File: src/hdl/sobel_pkg.sv
// ----------------------------------------------------------------------------
// sobel_pkg: shared types and constants
// Pixel, gradient and magnitude types used by the Sobel edge block.
// ----------------------------------------------------------------------------
package sobel_pkg;

	localparam int CH_W  = 8;
	localparam int POS_W = 11;
	localparam int CFG_W = 12;

	typedef logic [3*CH_W-1:0] pix_t;     // red in [23:16], green [15:8], blue [7:0]
	typedef logic signed [10:0] grad_t;   // -1020..1020
	typedef logic [9:0] agrad_t;          // |grad|
	typedef logic [CH_W-1:0] mag_t;

	localparam mag_t        MAG_CAP  = 8'd255;
	// sums above this round to 256 or more
	localparam logic [20:0] SQ_LIMIT = 21'd65280;

	localparam logic CFG_WIDTH  = 1'b0;
	localparam logic CFG_HEIGHT = 1'b1;

	function automatic agrad_t abs_grad(input grad_t g);
		grad_t n;
		n = -g;
		return g[10] ? agrad_t'(n) : agrad_t'(g);
	endfunction

endpackage

File: src/hdl/sobel_mag.sv
// ----------------------------------------------------------------------------
// sobel_mag: rounded gradient magnitude
// round(sqrt(gx^2+gy^2)) capped at 255, one result bit per cycle.
// ----------------------------------------------------------------------------
module sobel_mag (
	input  logic              clk,
	input  logic              arst_n,
	input  logic              start,
	input  sobel_pkg::grad_t  gx,
	input  sobel_pkg::grad_t  gy,
	output logic              done,
	output sobel_pkg::mag_t   mag
);

	localparam logic [2:0] P_IDLE = 3'd0;
	localparam logic [2:0] P_SQ   = 3'd1;
	localparam logic [2:0] P_SUM  = 3'd2;
	localparam logic [2:0] P_ITER = 3'd3;
	localparam logic [2:0] P_RND  = 3'd4;

	logic [2:0]                 ph_q;
	sobel_pkg::agrad_t          ax_q, ay_q;
	logic [19:0]                sqx_q, sqy_q;
	logic [20:0]                s_q;
	logic [7:0]                 n_q;
	logic [2:0]                 bit_q;
	logic [7:0]                 trial;
	logic [15:0]                trial_sq;
	logic [16:0]                nn_n;

	assign trial    = n_q | (8'd1 << bit_q);
	assign trial_sq = 16'(trial) * 16'(trial);
	assign nn_n     = 17'(n_q) * 17'(n_q) + 17'(n_q);

	always_ff @(posedge clk or negedge arst_n) begin
		if (!arst_n) begin
			ph_q <= P_IDLE;
			done <= 1'b0;
		end else begin
			done <= 1'b0;
			unique case (ph_q)
				P_IDLE: begin
					if (start) ph_q <= P_SQ;
				end
				P_SQ:   ph_q <= P_SUM;
				P_SUM:  ph_q <= P_ITER;
				P_ITER: begin
					if (bit_q == 3'd0) ph_q <= P_RND;
				end
				P_RND: begin
					ph_q <= P_IDLE;
					done <= 1'b1;
				end
				default: ph_q <= P_IDLE;
			endcase
		end
	end

	always_ff @(posedge clk) begin
		case (ph_q)
			P_IDLE: begin
				ax_q <= sobel_pkg::abs_grad(gx);
				ay_q <= sobel_pkg::abs_grad(gy);
			end
			P_SQ: begin
				sqx_q <= 20'(ax_q) * 20'(ax_q);
				sqy_q <= 20'(ay_q) * 20'(ay_q);
			end
			P_SUM: begin
				s_q   <= 21'(sqx_q) + 21'(sqy_q);
				n_q   <= 8'd0;
				bit_q <= 3'd7;
			end
			P_ITER: begin
				if (21'(trial_sq) <= s_q) n_q <= trial;
				bit_q <= bit_q - 3'd1;
			end
			P_RND: begin
				if (s_q > sobel_pkg::SQ_LIMIT) mag <= sobel_pkg::MAG_CAP;
				else if (s_q > 21'(nn_n))      mag <= n_q + 8'd1;
				else                           mag <= n_q;
			end
			default: ;
		endcase
	end

endmodule

File: config.mk
export PLATFORM = sky130hd
export DESIGN_NAME = sobel_mag
export DESIGN_NICKNAME = d
export VERILOG_FILES = /design/src/hdl/sobel_pkg.sv /design/src/hdl/sobel_mag.sv
export SDC_FILE = /design/constraint.sdc
export NUM_CORES = 1
export LEC_CHECK = 0
export ABC_AREA = 1
export BUFFER_PORTS_ARGS = -buffer_cell sky130_fd_sc_hd__buf_2
export CAP_MARGIN = 40
export CORE_ASPECT_RATIO = 0.8
export CORE_MARGIN = 1.5
export CORE_UTILIZATION = 60
export DETAILED_ROUTE_END_ITERATION = 16
export PLACE_DENSITY_LB_ADDON = 0.15
export SKIP_LAST_GASP = 1
export SYNTH_ARGS = -nofsm -noshare
export SYNTH_HDL_FRONTEND = slang
export SYNTH_SLANG_ARGS = --single-unit
File: constraint.sdc
create_clock -name clk -period 6.2 [get_ports clk]
set_input_delay 0.62 -clock clk [delete_from_list [all_inputs] [get_ports clk]]
set_output_delay 0.62 -clock clk [all_outputs]
set_load 0.02 [all_outputs]
==> metrics, run 1 <==
status finished, final reports clean; sequential cell area fraction in the yosys report between 20% and 30%; worst reg2reg endpoint mag[5]$_SDFFCE_PN1P_; gr ovfl total 0; Clock Path Buffers 2; #FFs+latches synth a little over 100; reg-to-reg slack, setup roughly 0.30 ns; crit path from n_q[4]$_SDFFCE_PN0P_; Post-DRT Antenna Nets 0; ANT cells 0; H-tree depth 3; Primary FF master, synth edfxtp_1; Final Max Tran Viols 0; Port Buffer Count 33; share of the synthesized area in the top cell type approximately 20%; Synth Instances between 1,500 and 2,000; largest net degree at the start of global routing 40; drt initial violations approximately 730; Vias/cell 5.26; required time of the critical path 6.28 ns; Max-Slew Margin vs Limit ~65%; global-route usage over all layers 25.3%; Synth top cells by count inv_1 (433), nand2_1 (357), ha_1 (217); Worst Setup Start Kind register; total clock buffers created by CTS 9; Wirelength per Cell 14.2 um; # fillers roughly 2,100; fin crit share between 90 and 100%; EDFF count, synth around 100; top-count cell post-synth inv_1; CTS tree built; worst slew pin tran between 0.5 and 0.6 ns; largest cells by area after synthesis fa_1 (20%), edfxtp_1 (20%), ha_1 (18%); syn_area_per_cell just over 8 um2; CTS clk-pin slew, worst paths about 0.08 ns; Netlist Area Pre-Place ~15,000 um2; worst-case hold slack 0.0448 ns; final core occ 65.4%; Initial Utilization 61.3%; die area about 26,000 um2; WP buf/inv 3; Hold Crit Class input port to async pin; slowest stage cell, crit path edfxtp_1; via count approximately 11,000; nets@finish between 2,000 and 2,500; final hold viol count 0; CTS sink count 102; Synth Warn # 0; WP data arrival between 5 and 6 ns; minimum clock period 5.90 ns; post-route design area around 16,000 um2; first-pass GRT wire length approximately 54,000 um; CP cell instances nand2_1, fa_1, fa_1, inv_1, fa_1, inv_1, fa_1, inv_1, ha_1, nand2_1, nor3_1, a21oi_1, o21ai_0, xor2_1, ha_1, nand2_1, nor3_2, nand3_1, nand3_2, nand2_4, nand2_1, nand3_1; CP max stage delay 0.66 ns; Final Wtd Congestion 0.897; FF-to-FF path depth 22; Final Setup Violations 0; Detailed Route WL around 31,000 um; r2r startpoint n_q[4]$_SDFFCE_PN0P_; CP top delay family adder cells; cell taking the most area after synthesis fa_1; crit path to mag[5]$_SDFFCE_PN1P_; critical path capture point type register; Mapped Nets 2,198; CORE AREA between 20,000 and 25,000 um2; DP Area around 16,000 um2; IO Count 34; DRC errors left 0; setup TNS 0 ns; max-cap viol count 0; Die W roughly 180 um; f_max approximately 0.17 GHz; number of global-route vias before repair approximately 12,000; DRT Pass-1 Iters 5; CTS Root Cell clkbuf_16; Async S/R FF share, synth between 3 and 4%; area grow syn2layout 6.60%; Setup Skew approximately 0.013 ns; Max FO, Critical Path 11; Yosys cell types 47; worst-skew pair later-pin latency about 0.37 ns; Crit. path cell count 22; DP Wirelength roughly 26,000 um; antenna violations before repair 0; Worst Setup Path Type register to register; FP Rows 51; share of layout cells above drive strength 1 roughly 6.3%; RSZ-0062 raised after global routing false; Die H around 140 um
## worst min-delay path by stage
stage | startpoint | cells past startpoint | to
floorplan | arst_n | 0 | done$_DFF_PN0_
global placement | arst_n | 1 | done$_DFF_PN0_
detailed placement | arst_n | 1 | done$_DFF_PN0_
CTS | arst_n | 1 | done$_DFF_PN0_
global route | arst_n | 1 | done$_DFF_PN0_
finish | arst_n | 1 | done$_DFF_PN0_
## cells in the final DEF (no fill, tap or decap), types with 25 or more instances in the layout
master	n
o21ai_0	31
xor2_1	78
nand3_1	59
nor2_1	88
buf_2	33
buf_4	25
ha_1	215
fa_1	150
xnor2_1	28
edfxtp_1	98
nor3_1	27
a21oi_1	90
nand2_1	356
inv_1	431
## area by class of cell
type	instances	area, um2	share of cell area (%)
multi-input combinational	1235	10200	64.0
sequential	102	3040	19.0
inverter	435	1630	10.2
tap	318	398	2.49
timing repair buffer	58	353	2.21
clock buffer	9	225	1.41
clock inverter	7	97.6	0.611
## metrics by stage
stage | setup WS [ns] | cells
CTS | 0.0495 | 2162
global route | 0.00821 | 2164
floorplan | 0.494 | 1806
global placement | 0.120 | 2146
detailed placement | -0.0574 | 2146
finish | 0.303 | 2164
## routing by layer
layer	track usage, %	vias up	wire length (um)
li1	-	5714	-
met1	33.9	5449	14300
met2	44.7	198	15100
met3	2.72	29	1010
met4	5.22	0	371
met5	0	-	0
## flip-flops by register name, indices dropped and copies added, names as in the netlist
signal,count
ay_q,10
s_q,21
sqx_q,19
ph_q,3
mag,8
bit_q,3
n_q,8
done,1
ax_q,10
sqy_q,19
## logic make-up (layout without fill, tap and decap cells)
group | count (synthesis) | after routing | synth area share [%]
mux | 2 | 2 | 0.150
buf+inv | 469 | 509 | 11.9
other cells | 2 | 2 | 0.0501
simple gates | 577 | 577 | 16.3
compound gates | 181 | 181 | 6.94
xor+xnor | 106 | 106 | 6.19
fa+ha+maj | 367 | 367 | 38.2
flops | 102 | 102 | 20.3
## repair_timing
action / CTS / global route
hold buffers: 0 / 0
setup endpoints to repair: 8 / 8
endpoints found under the hold margin: 0 / 0
pin swaps: 0 / 2
gates resized for setup: 1 / 16
setup buffers: 0 / 2
Power of run 1 is not shown: default switching activity piles up to over one toggle a cycle in this logic, so the estimate is an artifact.
==> inputs of run 2 (changes only) <==
- REMOVE_ABC_BUFFERS: not set -> 1
==> metrics, run 2 (same netlist as run 1, synthesis figures left out) <==
largest net degree at the start of global routing 23 (-43%); Post-DRT Antenna Nets 0 (unchanged); Final Setup Violations 0 (unchanged); H-tree depth 3 (unchanged); drt initial violations 602 (-17%); Vias/cell 5.17 (-1.8%); RSZ-0062 raised after global routing false; critical path capture point type register; nets@finish 2,234 (+0.045%); FP Rows 51 (unchanged); DRT Pass-1 Iters 6 (+1); Setup Skew 0.0138 ns (+0.00111 ns); share of layout cells above drive strength 1 6.17% (-0.17 points); worst reg2reg endpoint n_q[7]$_SDFFCE_PN0P_; via count 11,200 (-1.7%); largest reg by FF count s_q; CTS clk-pin slew, worst paths 0.08 ns (about the same); commonest non-fill, non-tap cell in the layout inv_1; CTS sink count 102 (unchanged); first-pass GRT wire length 51,700 um (-3.5%); DRC errors left 0 (unchanged); WP data arrival 5.93 ns (-0.05 ns); die area 25,900 um2 (unchanged); Max FO, Critical Path 8 (-3); cts hold-fix bufs 0 (unchanged); worst-skew pair later-pin latency 0.36 ns (about the same); Clock Path Buffers 2 (unchanged); Worst Setup Start Kind register; total clock buffers created by CTS 9 (unchanged); r2r startpoint bit_q[0]$_SDFFCE_PN1N_; dpl ws -0.0351 ns (+0.0223 ns); max reg flops 21 (unchanged); Final Wtd Congestion 0.918 (+2.3%); status finished, final reports clean; Port Buffer Count 33 (unchanged); FF-to-FF path depth 25 (+14%); max-cap viol count 0 (unchanged); ANT cells 0 (unchanged); Initial Utilization 61.3% (unchanged); area grow syn2layout 6.46%; worst slew pin tran 0.647 ns (+0.128 ns); CTS tree built; most frequent cells in the layout inv_1 (432), nand2_1 (356), ha_1 (216); Final Max Tran Viols 0 (unchanged); CTS Root Cell clkbuf_16; Die H 144 um (unchanged); final hold viol count 0 (unchanged); required time of the critical path 6.27 ns (about the same); Detailed Route WL 30,000 um (-2.6%); minimum clock period 5.86 ns (-0.0355 ns); global-route usage over all layers 24.4% (-0.89 points); Max-Slew Margin vs Limit 56.8% (-8.5 points); Wirelength per Cell 13.8 um (-2.6%); gr ovfl total 0 (unchanged); biggest regs s_q (21), sqx_q (19), sqy_q (19); Hold Crit Class input port to async pin; Die W 180 um (unchanged); DP Wirelength 25,500 um (-1.9%); IO Count 34 (unchanged); Worst Setup Path Type register to register; CORE AREA 24,400 um2 (unchanged); fin crit share 94.5% (-0.57 points); f_max 0.171 GHz (+0.61%); reg-to-reg slack, setup 0.34 ns (+0.04 ns); setup ws final 0.338 ns (+0.0355 ns); number of global-route vias before repair 11,100 (-4.0%); antenna violations before repair 0 (unchanged)
==> run 2: worst max path at each step <==
| stage | start | endpoint | cells past startpoint |
|---|---|---|---|
| final | bit_q[0]$_SDFFCE_PN1N_ | n_q[7]$_SDFFCE_PN0P_ | 25 |
| after global routing | bit_q[0]$_SDFFCE_PN1N_ | n_q[7]$_SDFFCE_PN0P_ | 26 |
| after CTS | bit_q[0]$_SDFFCE_PN1N_ | n_q[7]$_SDFFCE_PN0P_ | 25 |
| after detailed placement | bit_q[0]$_SDFFCE_PN1N_ | n_q[1]$_SDFFCE_PN0P_ | 26 |
| after global placement | bit_q[0]$_SDFFCE_PN1N_ | n_q[2]$_SDFFCE_PN0P_ | 26 |
| after floorplan | bit_q[0]$_SDFFCE_PN1N_ | n_q[0]$_SDFFCE_PN0P_ | 25 |
==> run 2: metal layers <==
metal | wire length, um | GRT usage, %
met2 | 14000 | 42.1
met3 | 1060 | 2.54
met5 | 0 | 0
met4 | 532 | 5.31
met1 | 14400 | 33.6
==> run 2: cell type report <==
class,count,area [um2]
Timing Repair Buffer,59,368
Fill cell,2125,8480
Tap cell,318,398
Inverter,435,1630
Sequential cell,102,3040
Clock buffer,9,225
Clock inverter,7,66.3
Multi-Input combinational cell,1235,10200
==> run 2: through the flow <==
stage	utilization [%]	area, um2	hold slack, ns	std cells	TNS, ns
CTS	65.1	15900	0.0673	2164	0
detailed placement	63.8	15600	0.447	2148	-0.279
global placement	63.8	15600	0.452	2147	0
finish	65.3	16000	0.0659	2165	0
global route	65.3	16000	0.0641	2165	0
floorplan	-	14800	0.324	1772	0
==> run 2: what timing repair did <==
action | in CTS | in global routing
resized for setup | 2 | 12
endpoints found under the hold margin | 0 | 0
pin swaps | 0 | 1
setup buffers | 0 | 1
setup endpoints to repair | 8 | 8
==> run 2: critical path, stage by stage (launching register included) <==
cell,delay (ns)
edfxtp_1,0.41
inv_1,0.10
ha_1,0.24
a21oi_2,0.21
inv_2,0.10
nand2_1,0.12
inv_1,0.07
fa_1,0.48
fa_1,0.59
inv_1,0.07
fa_1,0.51
fa_1,0.55
inv_1,0.07
ha_4,0.29
nand2_1,0.09
nor3_2,0.16
a21oi_2,0.10
o21ai_0,0.19
xor2_1,0.09
ha_1,0.33
nand4_1,0.14
nor4_1,0.30
nand2_1,0.08
nand2_1,0.07
nand2_1,0.08
nand2_4,0.13
Power of run 2 is left out for the same reason.
==> inputs of run 3 (changes only) <==
- PLACE_DENSITY: not set -> 0.77
- PLACE_DENSITY_LB_ADDON: 0.15 -> not set
- clock period: 6.2 -> 6.8 ns (I/O delays scaled with it)
==> metrics, run 3 (same netlist as run 1, synthesis figures left out) <==
critical path capture point type register; gr ovfl total 0 (unchanged); antenna violations before repair 0 (unchanged); most frequent cells in the layout inv_1 (433), nand2_1 (357), ha_1 (217); CTS clk-pin slew, worst paths 0.08 ns (about the same); GRT met2 Usage 44.6% (+2.6 points); via count 11,400 (+1.5%); CTS Root Cell clkbuf_16; status finished, final reports clean; RSZ-0062 raised after global routing false; Detailed Route WL 30,800 um (+2.8%); share of layout cells above drive strength 1 4.87% (-1.3 points); Max-Slew Margin vs Limit 59.1% (+2.2 points); biggest regs s_q (21), sqx_q (19), sqy_q (19); WP data arrival 6.36 ns (+0.43 ns); CP top delay family adder cells; nets@finish 2,215 (-0.85%); Final Max Tran Viols 0 (unchanged); f_max 0.158 GHz (-7.2%); r2r startpoint bit_q[0]$_SDFFCE_PN1N_; CORE AREA 24,400 um2 (unchanged); area grow syn2layout 5.32%; CP max stage delay 0.55 ns (-0.04 ns); Die W 180 um (unchanged); IO Count 34 (unchanged); Final Wtd Congestion 0.911 (-0.83%); worst-skew pair later-pin latency 0.36 ns (about the same); DRT Pass-1 Iters 5 (-1); Clock Path Buffers 2 (unchanged); drt initial violations 595 (-1.2%); WP buf/inv 5 (unchanged); required time of the critical path 6.84 ns (+0.57 ns); Hold Crit Class input port to async pin; DP Wirelength 26,000 um (+2.0%); Worst Setup Path Type register to register; die area 25,900 um2 (unchanged); Post-DRT Antenna Nets 0 (unchanged); max-cap viol count 0 (unchanged); worst slew pin tran 0.614 ns (-0.0333 ns); Worst Setup Start Kind register; reg-to-reg slack, setup 0.48 ns (+0.14 ns); worst reg2reg endpoint n_q[2]$_SDFFCE_PN0P_; Final Setup Violations 0 (unchanged); ANT cells 0 (unchanged); max reg flops 21 (unchanged); grt met1 use 32.8% (-0.77 points); setup repair bufs after CTS 0 (unchanged); final core occ 64.6% (-0.70 points); Max FO, Critical Path 8 (unchanged); largest reg by FF count s_q; DRC errors left 0 (unchanged); Setup Skew 0.0103 ns (-0.00344 ns); FP Rows 51 (unchanged); global routing's busiest layer met2; met3 Track Usage GR 3.15% (+0.60 points); DP Area 15,500 um2 (-0.87%); CTS tree built; cts hold-fix bufs 0 (unchanged); slowest stage cell, crit path fa_1; Vias/cell 5.30 (+2.4%); Wirelength per Cell 14.3 um (+3.7%); commonest non-fill, non-tap cell in the layout inv_1; Initial Utilization 61.3% (unchanged); dpl ws 0.440 ns (+0.475 ns); post-CTS resize count 0 (-2); post-route design area 15,800 um2 (-1.1%); # fillers 2,104 (-0.99%); FF-to-FF path depth 26 (+4.0%); minimum clock period 6.32 ns (+0.457 ns); largest net degree at the start of global routing 40 (+74%); H-tree depth 3 (unchanged); global-route usage over all layers 25.1% (+0.71 points); fin crit share 92.9% (-1.6 points); setup ws final 0.480 ns (+0.143 ns); final hold viol count 0 (unchanged); Die H 144 um (unchanged); first-pass GRT wire length 52,900 um (+2.4%); setup TNS 0 ns (unchanged); CTS sink count 102 (unchanged); number of global-route vias before repair 11,400 (+3.0%); total clock buffers created by CTS 9 (unchanged); Port Buffer Count 33 (unchanged)
## run 3: cell count changes in the layout (fill, tap and decap cells not counted), moves of 2 or more
cell / before / now
buf_4: 25 / 6
o21ai_1: 6 / 3
clkinv_2: 2 / 0
o21ai_0: 31 / 34
## run 3: through the flow
step	hold slack, ns	instances
CTS	0.114	2146
finish	0.116	2146
global placement	0.502	2129
floorplan	0.384	1772
detailed placement	0.500	2130
global route	0.115	2146
## run 3: per-layer routing
metal	vias up	share of wire (%)
met1	5373	45
met5	-	0
met4	0	1.9
met2	268	49
li1	5673	-
met3	54	4.2
## run 3: worst reg2reg max path: cells and delay by family (launching register included)
kind	cells	cell delay, ns
AOI/OAI and AO/OA	5	0.94
adders and majority gates	7	2.97
xor gates and xnor gates	1	0.16
buffers and inverters	5	0.45
DFF	1	0.42
and+or+nand+nor	8	1.06
## run 3: cell type report
class	count	area, um2	area share (%)
clock inverter	6	77.6	0.491
sequential	102	3040	19.3
inverter	435	1630	10.3
tap	318	398	2.52
clock buffer	10	229	1.45
multi-input combinational	1235	10200	64.5
timing repair buffer	40	225	1.43
## run 3: worst max-delay path by stage
stage                                 to                   start  depth (start not counted)  slack [ns]
global placement    n_q[3]$_SDFFCE_PN0P_  bit_q[0]$_SDFFCE_PN1N_                         26        0.61
finish              n_q[2]$_SDFFCE_PN0P_  bit_q[0]$_SDFFCE_PN1N_                         26        0.48
floorplan           n_q[0]$_SDFFCE_PN0P_  bit_q[0]$_SDFFCE_PN1N_                         25        1.08
global route        n_q[4]$_SDFFCE_PN0P_  bit_q[1]$_SDFFCE_PN1N_                         26        0.03
detailed placement  n_q[1]$_SDFFCE_PN0P_  bit_q[0]$_SDFFCE_PN1N_                         26        0.44
CTS                 n_q[4]$_SDFFCE_PN0P_  bit_q[0]$_SDFFCE_PN1N_                         26        0.41
Power of run 3 is left out for the same reason.
